<file path="src/rtl/udpss_pkg.sv">
// shared types, constants and helpers for the udp sample statistics reflector
// no dependencies
package udpss_pkg;

   localparam int COPIES_DEF   = 8;
   localparam int SUM_BITS_DEF = 32;

   localparam int BEAT_W      = 256;
   localparam int WORD_W      = 64;
   localparam int KEEP_W      = 32;
   localparam int SAMPLE_W    = 16;
   localparam int COUNT_W     = 32;
   localparam int MIN_W       = 17;
   localparam int CSR_DATA_W  = 48;
   localparam int CSR_INDEX_W = 2;

   localparam logic [47:0]       MAC_RESET     = 48'h248A07A8F9F6;
   localparam logic [31:0]       SRC_IP_RESET  = 32'hC0A80102;
   localparam logic [31:0]       DEST_IP_RESET = 32'hC0A80103;
   localparam logic [15:0]       PORT_RESET    = 16'd5001;
   localparam logic [MIN_W-1:0]  MIN_RESET     = 17'd99999;

   typedef enum logic [CSR_INDEX_W-1:0] {
      CSR_REPLY_MAC     = 2'd0,
      CSR_REPLY_SRC_IP  = 2'd1,
      CSR_REPLY_DEST_IP = 2'd2,
      CSR_MATCH_PORT    = 2'd3
   } udpss_csr_type;

   // commands from the controller to the datapath
   typedef struct packed {
      logic take_first;
      logic take_second;
      logic stat_update;
      logic div_start;
      logic send;
      logic beat_second;
      logic run_end;
   } udpss_cmd_type;

   // status from the datapath to the controller
   typedef struct packed {
      logic port_match;
      logic div_done;
   } udpss_sts_type;

   function automatic logic [15:0] swap16(input logic [15:0] v);
      swap16 = {v[7:0], v[15:8]};
   endfunction

endpackage

</file>
<file path="src/rtl/udp_sample_stats_reflector.sv">
// udp sample statistics reflector: one item is one 256-bit beat, taken in pairs
// a matching pair is followed by the statistics update and a restoring divide (one quotient
// bit a cycle) before its first reply beat; the reply burst starts once the divider is done
// throughput: one beat per cycle while pairing, then 2 * COPIES reply transactions, each
// held while rsp_ready is low; no request beat is taken until the burst ends
// reset: synchronous, active high; configuration registers return to their defaults, statistics clear
module udp_sample_stats_reflector #(
   parameter int COPIES   = udpss_pkg::COPIES_DEF,   // reply pairs per matching packet
   parameter int SUM_BITS = udpss_pkg::SUM_BITS_DEF  // width of the saturating sum
) (
   input  logic                              clock,
   input  logic                              reset,

   // request stream
   input  logic                              req_valid,
   output logic                              req_ready,
   input  logic [udpss_pkg::WORD_W-1:0]      req_beat_word0,
   input  logic [udpss_pkg::WORD_W-1:0]      req_beat_word1,
   input  logic [udpss_pkg::WORD_W-1:0]      req_beat_word2,
   input  logic [udpss_pkg::WORD_W-1:0]      req_beat_word3,
   input  logic [udpss_pkg::KEEP_W-1:0]      req_beat_keep,
   input  logic                              req_beat_last,

   // reply stream
   output logic                              rsp_valid,
   input  logic                              rsp_ready,
   output logic [udpss_pkg::WORD_W-1:0]      rsp_out_word0,
   output logic [udpss_pkg::WORD_W-1:0]      rsp_out_word1,
   output logic [udpss_pkg::WORD_W-1:0]      rsp_out_word2,
   output logic [udpss_pkg::WORD_W-1:0]      rsp_out_word3,
   output logic [udpss_pkg::KEEP_W-1:0]      rsp_out_keep,
   output logic                              rsp_out_last,
   output logic                              rsp_run_end,

   // register write port
   input  logic                              csr_wr_en,
   input  logic [udpss_pkg::CSR_INDEX_W-1:0] csr_index,
   input  logic [udpss_pkg::CSR_DATA_W-1:0]  csr_wdata
);

   udpss_pkg::udpss_cmd_type cmd;
   udpss_pkg::udpss_sts_type sts;

   // controller: pairing, stats update, divide, burst sequencing
   udpss_ctrl #(
      .COPIES (COPIES)
   ) u_ctrl (
      .clock     (clock),
      .reset     (reset),
      .req_valid (req_valid),
      .rsp_ready (rsp_ready),
      .sts       (sts),
      .cmd       (cmd)
   );

   // datapath: held beats, statistics, divider, reply rewrite
   udpss_datapath #(
      .SUM_BITS (SUM_BITS)
   ) u_datapath (
      .clock          (clock),
      .reset          (reset),
      .cmd            (cmd),
      .sts            (sts),
      .req_valid      (req_valid),
      .req_beat_word0 (req_beat_word0),
      .req_beat_word1 (req_beat_word1),
      .req_beat_word2 (req_beat_word2),
      .req_beat_word3 (req_beat_word3),
      .req_beat_keep  (req_beat_keep),
      .req_beat_last  (req_beat_last),
      .rsp_out_word0  (rsp_out_word0),
      .rsp_out_word1  (rsp_out_word1),
      .rsp_out_word2  (rsp_out_word2),
      .rsp_out_word3  (rsp_out_word3),
      .rsp_out_keep   (rsp_out_keep),
      .rsp_out_last   (rsp_out_last),
      .csr_wr_en      (csr_wr_en),
      .csr_index      (csr_index),
      .csr_wdata      (csr_wdata)
   );

   // ready only while waiting for either beat of a pair
   assign req_ready   = cmd.take_first | cmd.take_second;
   assign rsp_valid   = cmd.send;
   // run end flags the second beat of the final copy
   assign rsp_run_end = cmd.run_end;

endmodule

</file>
<file path="src/rtl/udpss_div.sv">
// iterative restoring divider, one quotient bit per cycle, low 16 quotient bits kept
// depends on udpss_pkg
module udpss_div #(
   parameter int DIVIDEND_W = udpss_pkg::SUM_BITS_DEF
) (
   input  logic                           clock,
   input  logic                           reset,
   input  logic                           start,
   input  logic [DIVIDEND_W-1:0]          dividend,
   input  logic [udpss_pkg::COUNT_W-1:0]  divisor,
   output logic [udpss_pkg::SAMPLE_W-1:0] quotient,
   output logic                           done
);

   localparam int DW     = udpss_pkg::COUNT_W;
   localparam int QW     = udpss_pkg::SAMPLE_W;
   localparam int STEP_W = $clog2(DIVIDEND_W + 1);

   logic [DW-1:0]         rem_ff;
   logic [DW-1:0]         rem_in;
   logic [DIVIDEND_W-1:0] dvd_ff;
   logic [QW-1:0]         quot_ff;
   logic [STEP_W-1:0]     step_ff;
   logic                  busy_ff;
   logic                  done_ff;
   logic [DW:0]           trial;
   logic [DW:0]           diff;
   logic                  qbit;

   always_comb begin
      trial  = {rem_ff, dvd_ff[DIVIDEND_W-1]};
      diff   = trial - {1'b0, divisor};
      qbit   = (trial >= {1'b0, divisor});
      rem_in = qbit ? diff[DW-1:0] : trial[DW-1:0];
   end

   always_ff @(posedge clock) begin
      if (reset) begin
         busy_ff <= 1'b0;
         done_ff <= 1'b0;
         step_ff <= '0;
      end else begin
         done_ff <= 1'b0;
         if (start) begin
            busy_ff <= 1'b1;
            step_ff <= STEP_W'(DIVIDEND_W);
         end else if (busy_ff) begin
            step_ff <= step_ff - 1'b1;
            if (step_ff == STEP_W'(1)) begin
               busy_ff <= 1'b0;
               done_ff <= 1'b1;
            end
         end
      end
   end

   // datapath registers
   always_ff @(posedge clock) begin
      if (start) begin
         rem_ff  <= '0;
         dvd_ff  <= dividend;
         quot_ff <= '0;
      end else if (busy_ff) begin
         rem_ff  <= rem_in;
         dvd_ff  <= {dvd_ff[DIVIDEND_W-2:0], 1'b0};
         quot_ff <= {quot_ff[QW-2:0], qbit};
      end
   end

   assign quotient = quot_ff;
   assign done     = done_ff;

endmodule

</file>
<file path="src/rtl/udpss_datapath.sv">
// datapath: register file, held beats, running statistics, divider and reply assembly
// depends on udpss_pkg and udpss_div
module udpss_datapath #(
   parameter int SUM_BITS = udpss_pkg::SUM_BITS_DEF
) (
   input  logic                              clock,
   input  logic                              reset,
   input  udpss_pkg::udpss_cmd_type          cmd,
   output udpss_pkg::udpss_sts_type          sts,
   input  logic                              req_valid,
   input  logic [udpss_pkg::WORD_W-1:0]      req_beat_word0,
   input  logic [udpss_pkg::WORD_W-1:0]      req_beat_word1,
   input  logic [udpss_pkg::WORD_W-1:0]      req_beat_word2,
   input  logic [udpss_pkg::WORD_W-1:0]      req_beat_word3,
   input  logic [udpss_pkg::KEEP_W-1:0]      req_beat_keep,
   input  logic                              req_beat_last,
   output logic [udpss_pkg::WORD_W-1:0]      rsp_out_word0,
   output logic [udpss_pkg::WORD_W-1:0]      rsp_out_word1,
   output logic [udpss_pkg::WORD_W-1:0]      rsp_out_word2,
   output logic [udpss_pkg::WORD_W-1:0]      rsp_out_word3,
   output logic [udpss_pkg::KEEP_W-1:0]      rsp_out_keep,
   output logic                              rsp_out_last,
   input  logic                              csr_wr_en,
   input  logic [udpss_pkg::CSR_INDEX_W-1:0] csr_index,
   input  logic [udpss_pkg::CSR_DATA_W-1:0]  csr_wdata
);

   localparam int BW = udpss_pkg::BEAT_W;
   localparam int SW = udpss_pkg::SAMPLE_W;
   localparam int CW = udpss_pkg::COUNT_W;
   localparam int MW = udpss_pkg::MIN_W;

   // configuration registers
   logic [47:0] mac_ff;
   logic [31:0] src_ip_ff;
   logic [31:0] dest_ip_ff;
   logic [15:0] port_ff;

   // held beats
   logic [BW-1:0]                first_ff;
   logic [udpss_pkg::KEEP_W-1:0] first_keep_ff;
   logic                         first_last_ff;
   logic [BW-1:0]                second_ff;
   logic [udpss_pkg::KEEP_W-1:0] second_keep_ff;
   logic                         second_last_ff;
   logic [SW-1:0]                sample_ff;

   // statistics
   logic [SUM_BITS-1:0] sum_ff;
   logic [SUM_BITS-1:0] sum_in;
   logic [CW-1:0]       count_ff;
   logic [CW-1:0]       count_in;
   logic [MW-1:0]       min_ff;
   logic [MW-1:0]       min_in;
   logic [SW-1:0]       max_ff;
   logic [SW-1:0]       max_in;
   logic [SUM_BITS:0]   sum_wide;

   logic [BW-1:0] req_beat;
   logic [BW-1:0] reply_first;
   logic [BW-1:0] reply_second;
   logic [BW-1:0] reply_beat;
   logic [SW-1:0] avg;
   logic          div_done;

   assign req_beat = {req_beat_word3, req_beat_word2, req_beat_word1, req_beat_word0};

   assign sts.port_match = (req_beat[223:208] == port_ff);
   assign sts.div_done   = div_done;

   always_ff @(posedge clock) begin
      if (reset) begin
         mac_ff     <= udpss_pkg::MAC_RESET;
         src_ip_ff  <= udpss_pkg::SRC_IP_RESET;
         dest_ip_ff <= udpss_pkg::DEST_IP_RESET;
         port_ff    <= udpss_pkg::PORT_RESET;
      end else if (csr_wr_en) begin
         case (udpss_pkg::udpss_csr_type'(csr_index))
            udpss_pkg::CSR_REPLY_MAC:     mac_ff     <= csr_wdata[47:0];
            udpss_pkg::CSR_REPLY_SRC_IP:  src_ip_ff  <= csr_wdata[31:0];
            udpss_pkg::CSR_REPLY_DEST_IP: dest_ip_ff <= csr_wdata[31:0];
            udpss_pkg::CSR_MATCH_PORT:    port_ff    <= csr_wdata[15:0];
            default: ;
         endcase
      end
   end

   always_ff @(posedge clock) begin
      if (req_valid && cmd.take_first) begin
         first_ff      <= req_beat;
         first_keep_ff <= req_beat_keep;
         first_last_ff <= req_beat_last;
      end
      if (req_valid && cmd.take_second) begin
         second_ff      <= {req_beat[255:192], 16'h0000, req_beat[175:0]};
         second_keep_ff <= req_beat_keep;
         second_last_ff <= req_beat_last;
         sample_ff      <= udpss_pkg::swap16(req_beat[175:160]);
      end
   end

   // saturating sum and count, running extremes
   always_comb begin
      sum_wide = {1'b0, sum_ff} + (SUM_BITS+1)'(sample_ff);
      sum_in   = sum_wide[SUM_BITS] ? {SUM_BITS{1'b1}} : sum_wide[SUM_BITS-1:0];
      count_in = (count_ff == {CW{1'b1}}) ? count_ff : count_ff + 1'b1;
      min_in   = (min_ff > MW'(sample_ff)) ? MW'(sample_ff) : min_ff;
      max_in   = (max_ff < sample_ff) ? sample_ff : max_ff;
   end

   always_ff @(posedge clock) begin
      if (reset) begin
         sum_ff   <= '0;
         count_ff <= '0;
         min_ff   <= udpss_pkg::MIN_RESET;
         max_ff   <= '0;
      end else if (cmd.stat_update) begin
         sum_ff   <= sum_in;
         count_ff <= count_in;
         min_ff   <= min_in;
         max_ff   <= max_in;
      end
   end

   udpss_div #(
      .DIVIDEND_W (SUM_BITS)
   ) u_div (
      .clock    (clock),
      .reset    (reset),
      .start    (cmd.div_start),
      .dividend (sum_ff),
      .divisor  (count_ff),
      .quotient (avg),
      .done     (div_done)
   );

   // reply assembly
   always_comb begin
      reply_first           = first_ff;
      reply_first[255:208]  = mac_ff;
      reply_first[47:16]    = src_ip_ff;
      reply_first[15:0]     = dest_ip_ff[31:16];

      reply_second          = second_ff;
      reply_second[255:240] = dest_ip_ff[15:0];
      reply_second[159:144] = udpss_pkg::swap16(avg);
      reply_second[143:128] = udpss_pkg::swap16(max_ff);
      reply_second[127:112] = udpss_pkg::swap16(min_ff[SW-1:0]);
      reply_second[111:96]  = udpss_pkg::swap16(count_ff[SW-1:0]);

      reply_beat = cmd.beat_second ? reply_second : reply_first;
   end

   assign rsp_out_word0 = reply_beat[63:0];
   assign rsp_out_word1 = reply_beat[127:64];
   assign rsp_out_word2 = reply_beat[191:128];
   assign rsp_out_word3 = reply_beat[255:192];
   assign rsp_out_keep  = cmd.beat_second ? second_keep_ff : first_keep_ff;
   assign rsp_out_last  = cmd.beat_second ? second_last_ff : first_last_ff;

endmodule

</file>
<file path="src/rtl/udpss_ctrl.sv">
// controller: pairs beats, sequences statistics update, division and reply burst
// depends on udpss_pkg
module udpss_ctrl #(
   parameter int COPIES = udpss_pkg::COPIES_DEF
) (
   input  logic                     clock,
   input  logic                     reset,
   input  logic                     req_valid,
   input  logic                     rsp_ready,
   input  udpss_pkg::udpss_sts_type sts,
   output udpss_pkg::udpss_cmd_type cmd
);

   localparam int CNT_W = (COPIES > 1) ? $clog2(COPIES) : 1;

   // idle command word: waiting for the first beat of a pair
   localparam udpss_pkg::udpss_cmd_type CMD_TAKE_FIRST = '{take_first: 1'b1, default: 1'b0};

   typedef enum logic [2:0] {
      ST_FIRST,
      ST_SECOND,
      ST_STATS,
      ST_DIV,
      ST_SEND
   } state_type;

   state_type                state_ff;
   udpss_pkg::udpss_cmd_type cmd_ff;
   logic [CNT_W-1:0]         copy_ff;
   logic                     last_copy;

   assign last_copy = (copy_ff == CNT_W'(COPIES - 1));

   always_ff @(posedge clock) begin
      if (reset) begin
         state_ff <= ST_FIRST;
         cmd_ff   <= CMD_TAKE_FIRST;
         copy_ff  <= '0;
      end else begin
         case (state_ff)
            ST_FIRST: begin
               if (req_valid) begin
                  state_ff           <= ST_SECOND;
                  cmd_ff.take_first  <= 1'b0;
                  cmd_ff.take_second <= 1'b1;
               end
            end
            ST_SECOND: begin
               if (req_valid) begin
                  cmd_ff.take_second <= 1'b0;
                  if (sts.port_match) begin
                     state_ff           <= ST_STATS;
                     cmd_ff.stat_update <= 1'b1;
                  end else begin
                     state_ff          <= ST_FIRST;
                     cmd_ff.take_first <= 1'b1;
                  end
               end
            end
            ST_STATS: begin
               state_ff           <= ST_DIV;
               cmd_ff.stat_update <= 1'b0;
               cmd_ff.div_start   <= 1'b1;
            end
            ST_DIV: begin
               cmd_ff.div_start <= 1'b0;
               if (sts.div_done) begin
                  state_ff           <= ST_SEND;
                  cmd_ff.send        <= 1'b1;
                  cmd_ff.beat_second <= 1'b0;
                  cmd_ff.run_end     <= 1'b0;
                  copy_ff            <= '0;
               end
            end
            ST_SEND: begin
               if (rsp_ready) begin
                  if (!cmd_ff.beat_second) begin
                     cmd_ff.beat_second <= 1'b1;
                     cmd_ff.run_end     <= last_copy;
                  end else if (last_copy) begin
                     state_ff           <= ST_FIRST;
                     cmd_ff.send        <= 1'b0;
                     cmd_ff.beat_second <= 1'b0;
                     cmd_ff.run_end     <= 1'b0;
                     cmd_ff.take_first  <= 1'b1;
                  end else begin
                     copy_ff            <= copy_ff + 1'b1;
                     cmd_ff.beat_second <= 1'b0;
                     cmd_ff.run_end     <= 1'b0;
                  end
               end
            end
            default: begin
               state_ff <= ST_FIRST;
               cmd_ff   <= CMD_TAKE_FIRST;
            end
         endcase
      end
   end

   assign cmd = cmd_ff;

endmodule
</file>
<file path="config.mk">
export PLATFORM = sky130hd
export DESIGN_NAME = udp_sample_stats_reflector
export DESIGN_NICKNAME = d
export VERILOG_FILES = /design/src/rtl/udpss_pkg.sv /design/src/rtl/udp_sample_stats_reflector.sv /design/src/rtl/udpss_div.sv /design/src/rtl/udpss_datapath.sv /design/src/rtl/udpss_ctrl.sv
export SDC_FILE = /design/constraint.sdc
export NUM_CORES = 1
export LEC_CHECK = 0
export ABC_CLOCK_PERIOD_IN_PS = 6300
export BUFFER_PORTS_ARGS = -buffer_cell sky130_fd_sc_hd__buf_2
export CORE_ASPECT_RATIO = 0.8
export CORE_MARGIN = 8
export CORE_UTILIZATION = 50
export DETAILED_ROUTE_END_ITERATION = 8
export PLACE_DENSITY = 0.77
export SLEW_MARGIN = 0
export SYNTH_ARGS = -nofsm -noshare
export SYNTH_HDL_FRONTEND = slang
export SYNTH_SLANG_ARGS = --single-unit
</file>
<file path="constraint.sdc">
create_clock -name clock -period 6.3 [get_ports clock]
set_input_delay 1.26 -clock clock [delete_from_list [all_inputs] [get_ports clock]]
set_output_delay 1.26 -clock clock [all_outputs]
set_load 0.05 [all_outputs]
</file>
==> run_results.csv <==
group,metric,value,unit
yosys,synth_area_leader_cell,"edfxtp_1",
timing,final_max_slew_viol_count,0,
yosys,syn_nets,3049,
global_route,grt_pass1_vias,21700,
clock_network,cts_buffer_depth,3,
yosys,syn_inst,2619,
critical_path,r2r-start,"u_datapath.sample_ff[0]$_DFFE_PP_",
die,dieArea,70500,um2
finish,drive_gt1_share,33.5,%
drt,vias,22200,
timing,worst_pin_slew,1.02,ns
die,num_rows,81,
timing,slew_headroom,31.7,%
finish,fin_util,61.1,%
die,core_area,61300,um2
timing,fin_crit_sh,61.1,%
placed_design,dp_hpwl,58.7,mm
finish,area_delta_synth_final,20.4,%
drt,viasPerCell,5.43,
pwr,power_leakage,14.6,nW
timing,tns,0,ns
clock_network,cts_tree,"yes",
yosys,syn_avg_cell_area,11.9,um2
critical_path,critPathLaunchType,"register",
die,pin_count,636,
die,chipHeight,239,um
clock_network,h-tree-depth,3,
global_route,grt-busiest-layer,"met2",
global_route,grt_use_met2,36.6,%
yosys,synth-edff-count,418,
run_status,status,"complete, no violations",
yosys,yosys-top-cells-area,"edfxtp_1, dfxtp_1, mux2_2",
clock_network,ctsResizeCount,0,
placed_design,portBuffers,619,
drt,dr.pass1.iters,5,
clock_network,cts_buffers,73,
worst_hold_path,hold-path-endpoint,"u_datapath.mac_ff[16]$_SDFFE_PP0P_",
timing,setup-violations-final,0,
worst_hold_path,hold_depth,2,
global_route,grt.met3_usage,5.35,%
yosys,ys_async_sr_fraction,0,%
global_route,grt_max_degree,144,
clock_network,postCtsSetupRepairBufs,0,
yosys,synth_area,31100,um2
clock_network,clk_latency,0.61,ns
critical_path,rrSetupSlack,2.49,ns
clock_network,ctsHoldBuffers,0,
pwr,power.density,335,nW/um2
placed_design,place_congestion,0.903,
die,start_util,50.8,%
worst_hold_path,min_from,"u_datapath.mac_ff[16]$_SDFFE_PP0P_",
clock_network,cts_root_buffer,"clkbuf_16",
worst_hold_path,hp-class,"reg2reg",
timing,finalCriticalPeriod,3.85,ns
clock_network,clkTransAtPathRegs,0.06,ns
yosys,synth-seq-area-share,59.2,%
critical_path,worst_ep_required_time,5.04,ns
critical_path,r2r_cells,10,
pwr,peakVddDrop,0.000350,V
drt,drt_iter0_markers,1691,
global_route,grt_usage,22.2,%
clock_network,cts_sinks,712,
global_route,grt.overflow.total,0,
global_route,grt_pass1_wl,124,mm
global_route,antenna_found_initial,17,
yosys,synth.most_common_cell,"edfxtp_1",
die,die_x,295,um
timing,finalHoldViolCount,0,
timing,fmax,260,MHz
yosys,synthFlopType,"edfxtp_1",
yosys,ys_types,72,
yosys,yosys_warnings,0,
job,maxCapViolCount,0,
yosys,synth.top_cell.area_share,40.3,%
global_route,gr-usage-met1,28.3,%
timing,fin_skew,0.0254,ns
drt,drc,0,
critical_path,path_class,"reg2out",
critical_path,r2r-end,"u_datapath.sum_ff[30]$_SDFFE_PP0P_",
finish,layout.nets,3619,
drt,wl_per_cell,20.0,um
drt,ant_nets,0,
drt,totalWireLength,82.0,mm
timing,rsz0062_at_grt,"no",
yosys,synth_seq_cells,712,
critical_path,cp_max_fo,56,
critical_path,critical_path.endpoint_type,"output port",
critical_path,crit_arrival,2.59,ns
yosys,netlist_top_cells_count,"edfxtp_1, nand2_1, mux2_2",
## report_power, final
part           switching (W)  internal [W]  leakage (nW)
Clock                0.00181       0.00254          1.19
Sequential          0.000153       0.00523          6.31
Combinational        0.00178       0.00102          7.07
Total                0.00374       0.00880          14.6
## critical path: stages (launching register included)
cell	delay (ns)
dfxtp_4	0.86
buf_12	0.37
mux2_2	0.43
buf_2	0.23
## worst max-delay path by stage
stage               depth (start not counted)  slack, ns                              start                                  to
floorplan                                   1       0.11                          req_valid  u_datapath.first_ff[100]$_DFFE_PP_
global placement                           10       2.61  u_datapath.sample_ff[0]$_DFFE_PP_  u_datapath.sum_ff[22]$_SDFFE_PP0P_
detailed placement                         10       2.58  u_datapath.sample_ff[0]$_DFFE_PP_  u_datapath.sum_ff[30]$_SDFFE_PP0P_
CTS                                         3       2.38         u_ctrl.cmd[1]$_SDFFE_PP0P_                   rsp_out_word2[22]
global route                               10       2.25  u_datapath.sample_ff[0]$_DFFE_PP_  u_datapath.sum_ff[27]$_SDFFE_PP0P_
finish                                      3       2.45         u_ctrl.cmd[1]$_SDFFE_PP0P_                   rsp_out_word0[15]
## through the flow
stage / worst slack, ns / area [um2] / power, W / hold WS [ns] / instances
floorplan: 0.108 / 31100 / 0.00758 / 0.433 / 2619
global placement: 2.61 / 35000 / 0.00818 / 0.440 / 3944
detailed placement: 2.58 / 35000 / 0.00824 / 0.444 / 3944
CTS: 2.38 / 37400 / 0.0126 / 0.452 / 4079
global route: 2.25 / 37500 / 0.0131 / 0.464 / 4096
finish: 2.45 / 37500 / 0.0125 / 0.451 / 4099
## layout by cell type, fill, tap and decap left out, types with 13 or more instances in the layout
cell	netlist	layout
a211oi_1	35	35
a21o_1	33	33
a21oi_1	183	182
a311oi_1	17	17
buf_2	11	618
buf_4	1	14
clkbuf_1	127	19
clkbuf_16	0	76
clkinv_2	0	13
dfxtp_1	294	290
diode_2	0	20
edfxtp_1	418	418
ha_1	84	84
inv_1	71	71
mux2_2	309	309
mux2i_1	49	49
nand2_1	336	336
nand3_1	20	20
nand3b_1	46	46
nand4_1	30	30
nor2_1	191	190
nor2b_1	24	24
nor3_1	35	35
o21ai_0	41	41
xnor2_1	57	57
xor2_1	30	30
## state kept, by name, summed over array words and instances, names as in the netlist, 6 cells and up
register / count
u_datapath.u_div.step_ff: 6
u_datapath.min_ff: 17
u_datapath.first_keep_ff: 32
u_datapath.sample_ff: 15
u_ctrl.cmd: 7
u_datapath.port_ff: 16
u_datapath.second_keep_ff: 32
u_datapath.mac_ff: 48
u_datapath.max_ff: 16
u_datapath.u_div.rem_ff: 32
u_datapath.u_div.quotient: 16
u_datapath.dest_ip_ff: 32
u_datapath.count_ff: 32
u_datapath.sum_ff: 32
u_datapath.src_ip_ff: 32
u_datapath.second_ff: 145
u_datapath.u_div.dvd_ff: 32
u_datapath.first_ff: 160
## per-layer routing
layer	vias to the layer above	wire length (um)
li1	10700	-
met1	10700	34200
met2	737	39100
met3	156	5780
met4	0	2850
met5	-	0
## cell type report
class | instances | area (um2)
fill | 4903 | 23800
sequential | 712 | 18400
multi-input combinational | 1691 | 11900
timing repair buffer | 640 | 3350
clock buffer | 100 | 2040
tap | 830 | 1040
clock inverter | 35 | 387
inverter | 71 | 267
antenna | 20 | 50.0
## cell families (layout without fill, tap and decap cells)
group | count (synthesis) | in the layout | share of synthesized area, %
multiplexers | 358 | 358 | 12.8
AND/OR/NAND/NOR | 762 | 762 | 11.3
other | 0 | 20 | 0
AO/OA/AOI/OAI | 398 | 398 | 8.07
adder cells (fa/ha/maj) | 86 | 86 | 3.51
XOR/XNOR | 87 | 87 | 2.45
buffers and inverters | 216 | 846 | 2.67
flip-flops | 712 | 712 | 59.2
(Power assumes the default switching activity.)
